===== src/sv/assert_macros.svh =====
// Assertion macros used by the RTL file of the straight drive unit.
`ifndef ASSERT_MACROS_SVH
`define ASSERT_MACROS_SVH

// Clocked assertion that is switched off while reset is high.
`define ASSERT_CLK(label, clk, rst, prop, msg) \
   label: assert property (@(posedge clk) disable iff (rst) prop) else $error(msg);

// Clocked assertion that is also checked while reset is high.
`define ASSERT_CLK_ALWAYS(label, clk, prop, msg) \
   label: assert property (@(posedge clk) prop) else $error(msg);

`endif


===== src/sv/sdps_pkg.sv =====
// Types and constants of the straight drive PD sync unit.
`timescale 1ns / 1ps

package sdps_pkg;

   localparam int CSR_INDEX_W = 3;
   localparam int CSR_DATA_W  = 19;
   localparam int TARGET_W    = 19;
   localparam int BASE_W      = 7;
   localparam int GAIN_W      = 16;
   localparam int TIME_W      = 16;
   localparam int POWER_W     = 8;

   typedef logic signed [POWER_W-1:0] power_type;

   localparam power_type POWER_MAX   = 8'sd127;
   localparam power_type BRAKE_POWER = 8'sd30;

   typedef enum logic [CSR_INDEX_W-1:0] {
      CSR_TARGET_TICKS = 3'd0,
      CSR_REVERSE_DIR  = 3'd1,
      CSR_BASE_POWER   = 3'd2,
      CSR_PROP_GAIN    = 3'd3,
      CSR_DERIV_GAIN   = 3'd4,
      CSR_MAX_TIME_MS  = 3'd5,
      CSR_HOLD_MODE    = 3'd6
   } csr_index_type;

   localparam logic [TARGET_W-1:0] TARGET_RESET = 19'd0;
   localparam logic [BASE_W-1:0]   BASE_RESET   = 7'd100;
   localparam logic [GAIN_W-1:0]   PROP_RESET   = 16'd102;
   localparam logic [GAIN_W-1:0]   DERIV_RESET  = 16'd0;
   localparam logic [TIME_W-1:0]   TIME_RESET   = 16'd1500;

endpackage


===== src/sv/straight_drive_pd_sync_unit.sv =====
// Straight drive PD sync unit: encoder error, PD correction and brake/finish control.
//
//   channel | direction | handshake         | payload
//   req     | in        | req_valid/stall   | restart, left_count, right_count, elapsed_ms
//   rsp     | out       | rsp_valid/stall   | left_power, right_power, done_res
//   csr     | in        | csr_wr_en         | csr_index, csr_wdata
//
// While rsp is not stalled, one transfer per cycle is taken on req and one result
// per cycle leaves on rsp. An item passes three register stages: the input register,
// the product register that follows the two gain multipliers, and the result register
// that drives rsp. Reset is synchronous and active high; it loads the register
// defaults and clears the run state. A stall on rsp holds each full stage that has no
// empty stage after it, and backs up to req_stall.
`timescale 1ns / 1ps

module straight_drive_pd_sync_unit #(
   parameter int COUNT_WIDTH    = 20,
   parameter int GAIN_FRAC_BITS = 12
) (
   input  logic                                 clock,
   input  logic                                 reset,
   input  logic                                 req_valid,
   output logic                                 req_stall,
   input  logic                                 req_restart,
   input  logic signed [COUNT_WIDTH-1:0]        req_left_count,
   input  logic signed [COUNT_WIDTH-1:0]        req_right_count,
   input  logic [sdps_pkg::TIME_W-1:0]          req_elapsed_ms,
   output logic                                 rsp_valid,
   input  logic                                 rsp_stall,
   output sdps_pkg::power_type                  rsp_left_power,
   output sdps_pkg::power_type                  rsp_right_power,
   output logic                                 rsp_done_res,
   input  logic                                 csr_wr_en,
   input  logic [sdps_pkg::CSR_INDEX_W-1:0]     csr_index,
   input  logic [sdps_pkg::CSR_DATA_W-1:0]      csr_wdata
);
   import sdps_pkg::*;

`include "assert_macros.svh"

   localparam int CW     = COUNT_WIDTH;
   localparam int FB     = GAIN_FRAC_BITS;
   localparam int ERR_W  = CW + 1;
   localparam int DER_W  = CW + 2;
   localparam int PP_W   = ERR_W + GAIN_W + 1;
   localparam int PD_W   = DER_W + GAIN_W + 1;
   localparam int CMP_W  = (CW > TARGET_W) ? CW : TARGET_W;
   localparam int SUM_W  = (((PD_W + 1) > (FB + BASE_W + 1)) ? (PD_W + 1)
                                                             : (FB + BASE_W + 1)) + 1;
   localparam logic signed [SUM_W-1:0] Q_LIM = SUM_W'(POWER_MAX) <<< FB;

   // Configuration registers.
   logic [TARGET_W-1:0] target_ff;
   logic                reverse_ff;
   logic [BASE_W-1:0]   base_ff;
   logic [GAIN_W-1:0]   prop_ff;
   logic [GAIN_W-1:0]   deriv_ff;
   logic [TIME_W-1:0]   max_time_ff;
   logic                hold_ff;

   always_ff @(posedge clock) begin
      if (reset) begin
         target_ff   <= TARGET_RESET;
         reverse_ff  <= 1'b0;
         base_ff     <= BASE_RESET;
         prop_ff     <= PROP_RESET;
         deriv_ff    <= DERIV_RESET;
         max_time_ff <= TIME_RESET;
         hold_ff     <= 1'b0;
      end else if (csr_wr_en) begin
         unique case (csr_index)
            CSR_TARGET_TICKS: target_ff   <= csr_wdata[TARGET_W-1:0];
            CSR_REVERSE_DIR:  reverse_ff  <= csr_wdata[0];
            CSR_BASE_POWER:   base_ff     <= csr_wdata[BASE_W-1:0];
            CSR_PROP_GAIN:    prop_ff     <= csr_wdata[GAIN_W-1:0];
            CSR_DERIV_GAIN:   deriv_ff    <= csr_wdata[GAIN_W-1:0];
            CSR_MAX_TIME_MS:  max_time_ff <= csr_wdata[TIME_W-1:0];
            CSR_HOLD_MODE:    hold_ff     <= csr_wdata[0];
            default: ;
         endcase
      end
   end

   // Pipeline flow control: a stage moves on when the one after it is free.
   logic a_vld_ff, b_vld_ff, c_vld_ff;
   logic c_free, b_free, a_free, a_move, b_move, req_take;

   assign c_free   = !c_vld_ff || !rsp_stall;
   assign b_free   = !b_vld_ff || c_free;
   assign b_move   = b_vld_ff && c_free;
   assign a_free   = !a_vld_ff || b_free;
   assign a_move   = a_vld_ff && b_free;
   assign req_stall = !a_free;
   assign req_take = req_valid && a_free;

   always_ff @(posedge clock) begin
      if (reset) begin
         a_vld_ff <= 1'b0;
         b_vld_ff <= 1'b0;
         c_vld_ff <= 1'b0;
      end else begin
         if (a_free) begin
            a_vld_ff <= req_valid;
         end
         if (b_free) begin
            b_vld_ff <= a_move;
         end
         if (c_free) begin
            c_vld_ff <= b_move;
         end
      end
   end

   // Input register.
   logic                   a_restart_ff;
   logic signed [CW-1:0]   a_left_ff;
   logic signed [CW-1:0]   a_right_ff;
   logic [TIME_W-1:0]      a_elapsed_ff;

   always_ff @(posedge clock) begin
      if (req_take) begin
         a_restart_ff <= req_restart;
         a_left_ff    <= req_left_count;
         a_right_ff   <= req_right_count;
         a_elapsed_ff <= req_elapsed_ms;
      end
   end

   // Run state, updated as an item leaves the input register.
   logic signed [ERR_W-1:0] last_error_ff, last_error_in;
   logic                    passed_ff, passed_in;
   logic                    finished_ff, finished_in;

   logic signed [ERR_W-1:0] prev_err;
   logic                    prev_passed, prev_finished, finish_now;
   logic [CW-1:0]           left_mag, right_mag;
   logic signed [ERR_W-1:0] err;
   logic signed [DER_W-1:0] deriv;
   logic signed [GAIN_W:0]  prop_s, deriv_s;
   logic signed [PP_W-1:0]  prod_p;
   logic signed [PD_W-1:0]  prod_d;

   always_comb begin
      // A restart clears the run state before this tick is judged.
      prev_err      = a_restart_ff ? '0 : last_error_ff;
      prev_passed   = a_restart_ff ? 1'b0 : passed_ff;
      prev_finished = a_restart_ff ? 1'b0 : finished_ff;
      finish_now    = prev_finished || prev_passed || (a_elapsed_ff > max_time_ff);

      left_mag  = a_left_ff[CW-1]  ? CW'(~a_left_ff + 1'b1)  : CW'(a_left_ff);
      right_mag = a_right_ff[CW-1] ? CW'(~a_right_ff + 1'b1) : CW'(a_right_ff);
      err = reverse_ff ? ($signed({1'b0, right_mag}) - $signed({1'b0, left_mag}))
                       : ($signed({1'b0, left_mag}) - $signed({1'b0, right_mag}));
      deriv = DER_W'(err) - DER_W'(prev_err);

      prop_s  = $signed({1'b0, prop_ff});
      deriv_s = $signed({1'b0, deriv_ff});
      prod_p  = PP_W'(err) * PP_W'(prop_s);
      prod_d  = PD_W'(deriv) * PD_W'(deriv_s);

      finished_in   = finish_now;
      last_error_in = finish_now ? prev_err : err;
      passed_in     = finish_now ? prev_passed
                                 : (CMP_W'(left_mag) > CMP_W'(target_ff));
   end

   always_ff @(posedge clock) begin
      if (reset) begin
         last_error_ff <= '0;
         passed_ff     <= 1'b0;
         finished_ff   <= 1'b0;
      end else if (a_move) begin
         last_error_ff <= last_error_in;
         passed_ff     <= passed_in;
         finished_ff   <= finished_in;
      end
   end

   // Product register.
   logic signed [PP_W-1:0] b_prod_p_ff;
   logic signed [PD_W-1:0] b_prod_d_ff;
   logic                   b_finish_ff;

   always_ff @(posedge clock) begin
      if (a_move) begin
         b_prod_p_ff <= prod_p;
         b_prod_d_ff <= prod_d;
         b_finish_ff <= finish_now;
      end
   end

   // Follower power: base plus correction (base minus correction in reverse), clamped and truncated toward zero.
   logic signed [SUM_W-1:0] corr, base_q, follow_q, floor_q;
   logic                    round_up;
   power_type               follow_pow, lead_pow, brake_pow;
   power_type               left_in, right_in;

   always_comb begin
      corr     = SUM_W'(b_prod_p_ff) + SUM_W'(b_prod_d_ff);
      base_q   = SUM_W'($signed({1'b0, base_ff, {FB{1'b0}}}));
      // In reverse the follower is the left side, and its value is negated by direction.
      follow_q = reverse_ff ? (corr - base_q) : (corr + base_q);
      floor_q  = follow_q >>> FB;
      round_up = follow_q[SUM_W-1] && (|follow_q[FB-1:0]);

      priority if (follow_q > Q_LIM) begin
         follow_pow = POWER_MAX;
      end else if (follow_q < -Q_LIM) begin
         follow_pow = -POWER_MAX;
      end else begin
         follow_pow = POWER_W'(floor_q) + POWER_W'(round_up);
      end

      lead_pow  = reverse_ff ? -power_type'({1'b0, base_ff}) : power_type'({1'b0, base_ff});
      brake_pow = !hold_ff ? '0 : (reverse_ff ? BRAKE_POWER : -BRAKE_POWER);

      priority if (b_finish_ff) begin
         left_in  = brake_pow;
         right_in = brake_pow;
      end else if (reverse_ff) begin
         left_in  = follow_pow;
         right_in = lead_pow;
      end else begin
         left_in  = lead_pow;
         right_in = follow_pow;
      end
   end

   // Result register.
   power_type c_left_ff, c_right_ff;
   logic      c_done_ff;

   always_ff @(posedge clock) begin
      if (b_move) begin
         c_left_ff  <= left_in;
         c_right_ff <= right_in;
         c_done_ff  <= b_finish_ff;
      end
   end

   assign rsp_valid       = c_vld_ff;
   assign rsp_left_power  = c_left_ff;
   assign rsp_right_power = c_right_ff;
   assign rsp_done_res    = c_done_ff;

   `ASSERT_CLK(a_brake_equal, clock, reset, rsp_valid && rsp_done_res |-> rsp_left_power == rsp_right_power, "brake powers differ")
   `ASSERT_CLK(a_power_range, clock, reset, rsp_valid |-> rsp_left_power != -8'sd128 && rsp_right_power != -8'sd128, "power out of range")
   `ASSERT_CLK(a_finish_sticks, clock, reset, a_move && !a_restart_ff && finished_ff |=> finished_ff, "finished cleared without restart")
   `ASSERT_CLK_ALWAYS(a_reset_empty, clock, reset |=> !rsp_valid && !req_stall, "pipeline not empty after reset")

endmodule


===== config.mk =====
export PLATFORM = sky130hd
export DESIGN_NAME = straight_drive_pd_sync_unit
export DESIGN_NICKNAME = d
export VERILOG_FILES = /design/src/sv/sdps_pkg.sv /design/src/sv/straight_drive_pd_sync_unit.sv
export VERILOG_INCLUDE_DIRS = /design/src /design/src/sv
export SDC_FILE = /design/constraint.sdc
export NUM_CORES = 2
export LEC_CHECK = 0
export ABC_AREA = 1
export BUFFER_PORTS_ARGS = -buffer_cell sky130_fd_sc_hd__buf_4
export CAP_MARGIN = 20
export CORE_MARGIN = 2
export CORE_UTILIZATION = 55
export DETAILED_ROUTE_END_ITERATION = 16
export PLACE_DENSITY_LB_ADDON = 0.12
export SYNTH_ARGS = -nofsm -noshare
export SYNTH_HDL_FRONTEND = slang
export SYNTH_SLANG_ARGS = --single-unit

===== constraint.sdc =====
create_clock -name clock -period 12.4 [get_ports clock]
set_input_delay 1.86 -clock clock [delete_from_list [all_inputs] [get_ports clock]]
set_output_delay 1.86 -clock clock [all_outputs]
set_load 0.01 [all_outputs]

* Word level (Yosys, flattened, before mapping) *
Cells that the tools add are included.

word-level totals
  bits of input ports = 84
  flip-flop bits (word level) = 254

operators by class
  add/sub/neg operators = 10
  multiplexer cells = 18
  $mul = 2
  reductions and logical operators = 23
  magnitude comparators = 4
  bitwise logic cells = 2
  eq/ne operators = 6

operators with widths
  operator                                               count
  two-way mux 8 bit                                      9
  two-way mux 21 bit                                     3
  subtractor 20 x 20 -> 21 bit                           2
  adder 40 x 20 -> 41 bit                                1
  > comparator 41 x 20 -> 1 bit (second input constant)  1
  < comparator 41 x 20 -> 1 bit (second input constant)  1
  two-way mux 41 bit                                     1
  subtractor 40 x 20 -> 41 bit                           1
  adder 20 x 1 -> 20 bit (second input constant)         2
  adder 38 x 39 -> 40 bit                                1
  two-way mux 20 bit                                     2
  inverter 20 bit                                        2
  multiplier 22 x 17 -> 39 bit                           1
  multiplier 21 x 17 -> 38 bit                           1
  subtractor 21 x 21 -> 22 bit                           1
  > comparator 20 x 19 -> 1 bit                          1
  > comparator 16 bit                                    1
  AND reduction 2 bit                                    7
  OR reduction 12 bit                                    1
  == test 3 bit (second input constant)                  3
  adder 8 x 1 -> 8 bit                                   1
  negator 7 -> 8 bit                                     1
  == test 3 x 2 -> 1 bit (second input constant)         2
  zero test 1 bit                                        5
  other kinds (5)                                        14

* Depth between registers and ports, before layout *
  word-level depth = 10
  mapped depth = 56
  gate-level depth less buffers = 54

* Worst setup path after synthesis *
No wires, ideal clock.

  kind = flip-flop to flip-flop
  start = register a_right_ff[0]
  end = register b_prod_d_ff[37] (data pin)
  period minus slack after synthesis = 10.317 ns
  arrival = 10.051 ns
  path slack = 2.083 ns
  buffers on the path = 3
  stages on the path, launching flop included = 51
  cell sequence = edfxtp_1 -> inv_1 -> ha_1 -> inv_1 -> nor3_1 -> inv_1 -> nor3_1 -> nand2_1 -> nor3_1 -> nand2_1 -> o31ai_1 -> xor2_1 -> inv_1 -> ha_1 -> nand2_1 -> o21ai_0 -> nor2_1 -> o22ai_1 -> [15 not listed] -> fa_1 -> clkbuf_1 -> inv_1 -> fa_1 -> fa_1 -> inv_1 -> fa_1 -> inv_1 -> fa_1 -> inv_1 -> ha_1 -> nand2_1 -> nor2_1 -> nand2_1 -> nor4_1 -> nand3_1 -> o2111ai_1 -> xor2_1

on the way
  word-level cells in the longest chain between the ends = 7

ends and longest elaborated chain
  element                                                 RTL line                                                                RTL
  start, declared                                         straight_drive_pd_sync_unit.sv:117                                      logic signed [CW-1:0] a_right_ff;
  start signal, assigned                                  straight_drive_pd_sync_unit.sv:124                                      a_right_ff <= req_right_count;
  inverter 20 bit                                         straight_drive_pd_sync_unit.sv:151                                      right_mag = a_right_ff[CW-1] ? CW'(~a_right_ff + 1'b1) : CW'(a_right_ff);
  adder 20 x 1 -> 20 bit                                  straight_drive_pd_sync_unit.sv:151
  two-way mux 20 bit (*)                                  straight_drive_pd_sync_unit.sv:151
  subtractor 20 x 20 -> 21 bit, on equally long branches  straight_drive_pd_sync_unit.sv:153, straight_drive_pd_sync_unit.sv:152
  two-way mux 21 bit (*)                                  straight_drive_pd_sync_unit.sv:152                                      err = reverse_ff ? ($signed({1'b0, right_mag}) - $signed({1'b0, left_mag}))
  subtractor 21 x 21 -> 22 bit (*)                        straight_drive_pd_sync_unit.sv:154                                      deriv = DER_W'(err) - DER_W'(prev_err);
  multiplier 22 x 17 -> 39 bit (*)                        straight_drive_pd_sync_unit.sv:159                                      prod_d = PD_W'(deriv) * PD_W'(deriv_s);
  via prod_d[37]                                          straight_drive_pd_sync_unit.sv:141                                      logic signed [PD_W-1:0] prod_d;
  end signal, assigned                                    straight_drive_pd_sync_unit.sv:187                                      b_prod_d_ff <= prod_d;
  end, declared                                           straight_drive_pd_sync_unit.sv:181                                      logic signed [PD_W-1:0] b_prod_d_ff;

The timed path passes the listed nets; every way through them passes the cells marked *.
A chain may end at the register's enable or synchronous reset.

* Worst setup path in the final report *
  start = register a_right_ff[0]
  end = register b_prod_d_ff[38] (data pin)

Same word-level chain as after synthesis.

==> results.yml <==
floorplanning:
  die_area_um2: 80900
  io_pins: 103
  initial_utilization_pct: 55.7
  die_x_um: 284
  row_count: 102
  core_area_um2: 77600
  dieHeight_um: 284
sta:
  min_period_ns: 11.37
  finClkSkew_ns: 0.0233
  rsz0062_at_grt: "false"
  hold_viol_final: 0
  clock.fmax_mhz: 87.9
  setup-tns-final_ns: 0
  tightestPinTransition_ns: 1.09
  finalMaxSlewViolations: 0
  setup_viol: 0
  min_period_over_period_pct: 91.7
  slew_headroom_pct: 27.0
detailed_routing:
  drt_iter0_markers: 2729
  wirelength_um: 123000
  firstDrtPassIters: 7
  wl_per_cell_um: 18.8
  vias: 35200
  via_per_inst: 5.39
  ant_nets: 0
  drc_errors: 0
yosys:
  syn_area_per_cell_um2: 8.00
  ys.flop_type: "edfxtp_1"
  synth-simple-area-share_pct: 17.7
  netlist_area_um2: 43200
  yosysWarnings: 0
  syn_nets: 6529
  synth_seq_cells: 254
  synthMuxAreaShare_pct: 0
  ys_types: 58
  synth-edff-count: 152
  synth_cells: 5403
  synthAdderAreaFrac_pct: 42.0
  synthArstFlopShare_pct: 0
  synth_xor_area_share_pct: 3.73
  synth_compound_area_share_pct: 8.98
  yosysSeqAreaShare_pct: 15.3
  synth_top_family_by_area: "adder cells"
cells_and_area:
  multi_input_area_um2: 31300
  num_antenna_cells: 0
  syn2layout_area_growth_pct: 6.95
  n_fill_cell: 7343
  final-seq-area_um2: 6610
  most-common-layout-cells: "inv_1 (1,221), nand2_1 (990), fa_1 (683), nor2_1 (478), ha_1 (359)"
  design_area_um2: 46300
  mostFrequentLayoutCell: "inv_1"
  layout.nets: 6587
  drive_gt1_share_pct: 6.76
global_routing:
  grt_pass1_vias: 36200
  grt_pass1_wl_um: 197000
  antenna_found_initial: 4
  grt_max_degree: 76
  grt_overflow: 0
  grt.total_usage_pct: 31.3
critical_path:
  crit_family: "adder cells"
  crit_path_top_delay_cell: "fa_1"
  timing.critical_path.buf_inv: 12
  cpPeakStageDelay_ns: 0.73
  r2r_slack_ns: 1.03
  path_class: "reg -> reg"
  reg2reg_depth: 46
  cp-endpoint: "b_prod_d_ff[38]"
  cp.arrival_ns: 11.67
  crit_top_cell: "inv_1"
  crit_path_max_fanout: 14
  cp-end-kind: "flop"
  required_ns: 12.70
  timing.rr.start: "a_right_ff[0]"
  startpoint_type: "flop"
  cp.depth: 46
  timing.rr.end: "b_prod_d_ff[38]"
  crit_start: "a_right_ff[0]"
clocking:
  post_cts_resize_count: 0
  clock_sinks: 254
  cts_buffer_depth: 3
  numCtsBuffers: 31
  cts_root_buf: "clkbuf_16"
  tritoncts: "yes"
  clk_pin_slew_worst_paths_ns: 0.06
  clk_latency_ns: 0.58
  holdBufCountCts: 0
  cts_setup_buffers: 0
  htreeDepth: 1
placement:
  postPlaceCellArea_um2: 45200
  gp_congestion: 0.949
  io_buffers: 102
  hpwl_um: 103000
run_status:
  outcome: "finished clean"
job:
  drv_cap: 0
min_path:
  hold_class: "reg -> reg"
==> cells by family (layout without fill, tap and decap cells) <==
| kind of cell | Yosys count | count (layout) |
|---|---|---|
| compound gates | 707 | 707 |
| fa+ha+maj | 1042 | 1042 |
| simple gates | 1820 | 1820 |
| buf+inv | 1396 | 1479 |
| flops | 254 | 254 |
| xor+xnor | 184 | 184 |
==> flip-flops by register name, indices dropped and copies added (netlist names), 19 cells and up <==
name	cells
b_prod_p_ff	38
last_error_ff	21
target_ff	19
b_prod_d_ff	39
a_right_ff	20
a_left_ff	20
==> routing by layer <==
layer  GRT usage (%)  wire length, um
met1            42.9            53000
met2            49.8            54900
met3            6.05            10000
met4            10.7             5020
met5               0                0
==> Yosys cell counts, types with 7 or more instances <==
master	n	share of area (%)
xnor2_1	60	1.2
xor2_1	124	2.5
nand2_2	52	0.75
edfxtp_1	152	11
nand3_1	130	1.5
fa_1	683	32
nor4_1	13	0.19
nor3_1	31	0.36
inv_1	1222	11
dfxtp_1	102	4.7
nand4_1	36	0.52
ha_1	359	10
nor2_2	9	0.13
nand3b_1	13	0.23
o21bai_1	10	0.17
or2_2	29	0.42
a31oi_1	21	0.30
a21oi_1	344	4.0
o21ai_0	201	2.3
o21ai_1	29	0.34
o21a_1	19	0.33
nand2_4	10	0.26
a21o_1	17	0.30
inv_2	17	0.15
buf_6	7	0.18
buf_2	19	0.22
clkbuf_1	110	0.95
nand3_2	10	0.23
o211ai_1	22	0.38
clkinv_1	14	0.12
nor2_1	479	4.2
nand2_1	991	8.6
==> how the worst min path moves through the flow <==
stage | startpoint | endpoint | slack (ns) | cells after the start
after floorplan | b_finish_ff | rsp_done_res | 0.42 | 0
after global placement | prop_ff[15] | prop_ff[15] | 0.45 | 2
after detailed placement | target_ff[13] | target_ff[13] | 0.45 | 2
after CTS | target_ff[13] | target_ff[13] | 0.46 | 2
after global routing | last_error_ff[12] | last_error_ff[12] | 0.48 | 2
final | target_ff[10] | target_ff[10] | 0.46 | 2
==> cell type report <==
type	instances	share of cell area (%)
Inverter	1254	10.2
Clock inverter	16	0.349
Sequential cell	254	14.3
Multi-Input combinational cell	3753	67.7
Timing Repair Buffer	167	2.71
Clock buffer	42	1.93
Tap cell	1040	2.81
==> tightest hold or removal path: stages (launching register included) <==
cell	delay, ns
dfxtp_1	0.29
inv_1	0.06
a21oi_1	0.06
==> metrics by stage <==
step / utilization [%] / cells / setup slack, ns / hold WS [ns]
after floorplan: - / 5403 / 2.08 / 0.424
after global placement: 58.2 / 6468 / 0.833 / 0.451
after detailed placement: 58.2 / 6468 / 0.703 / 0.453
after CTS: 59.6 / 6526 / 0.667 / 0.462
after global routing: 59.6 / 6526 / 0.0717 / 0.478
final: 59.6 / 6526 / 1.03 / 0.462
Power is not shown: default switching activity piles up to over one toggle a cycle in this logic, so the estimate is an artifact.
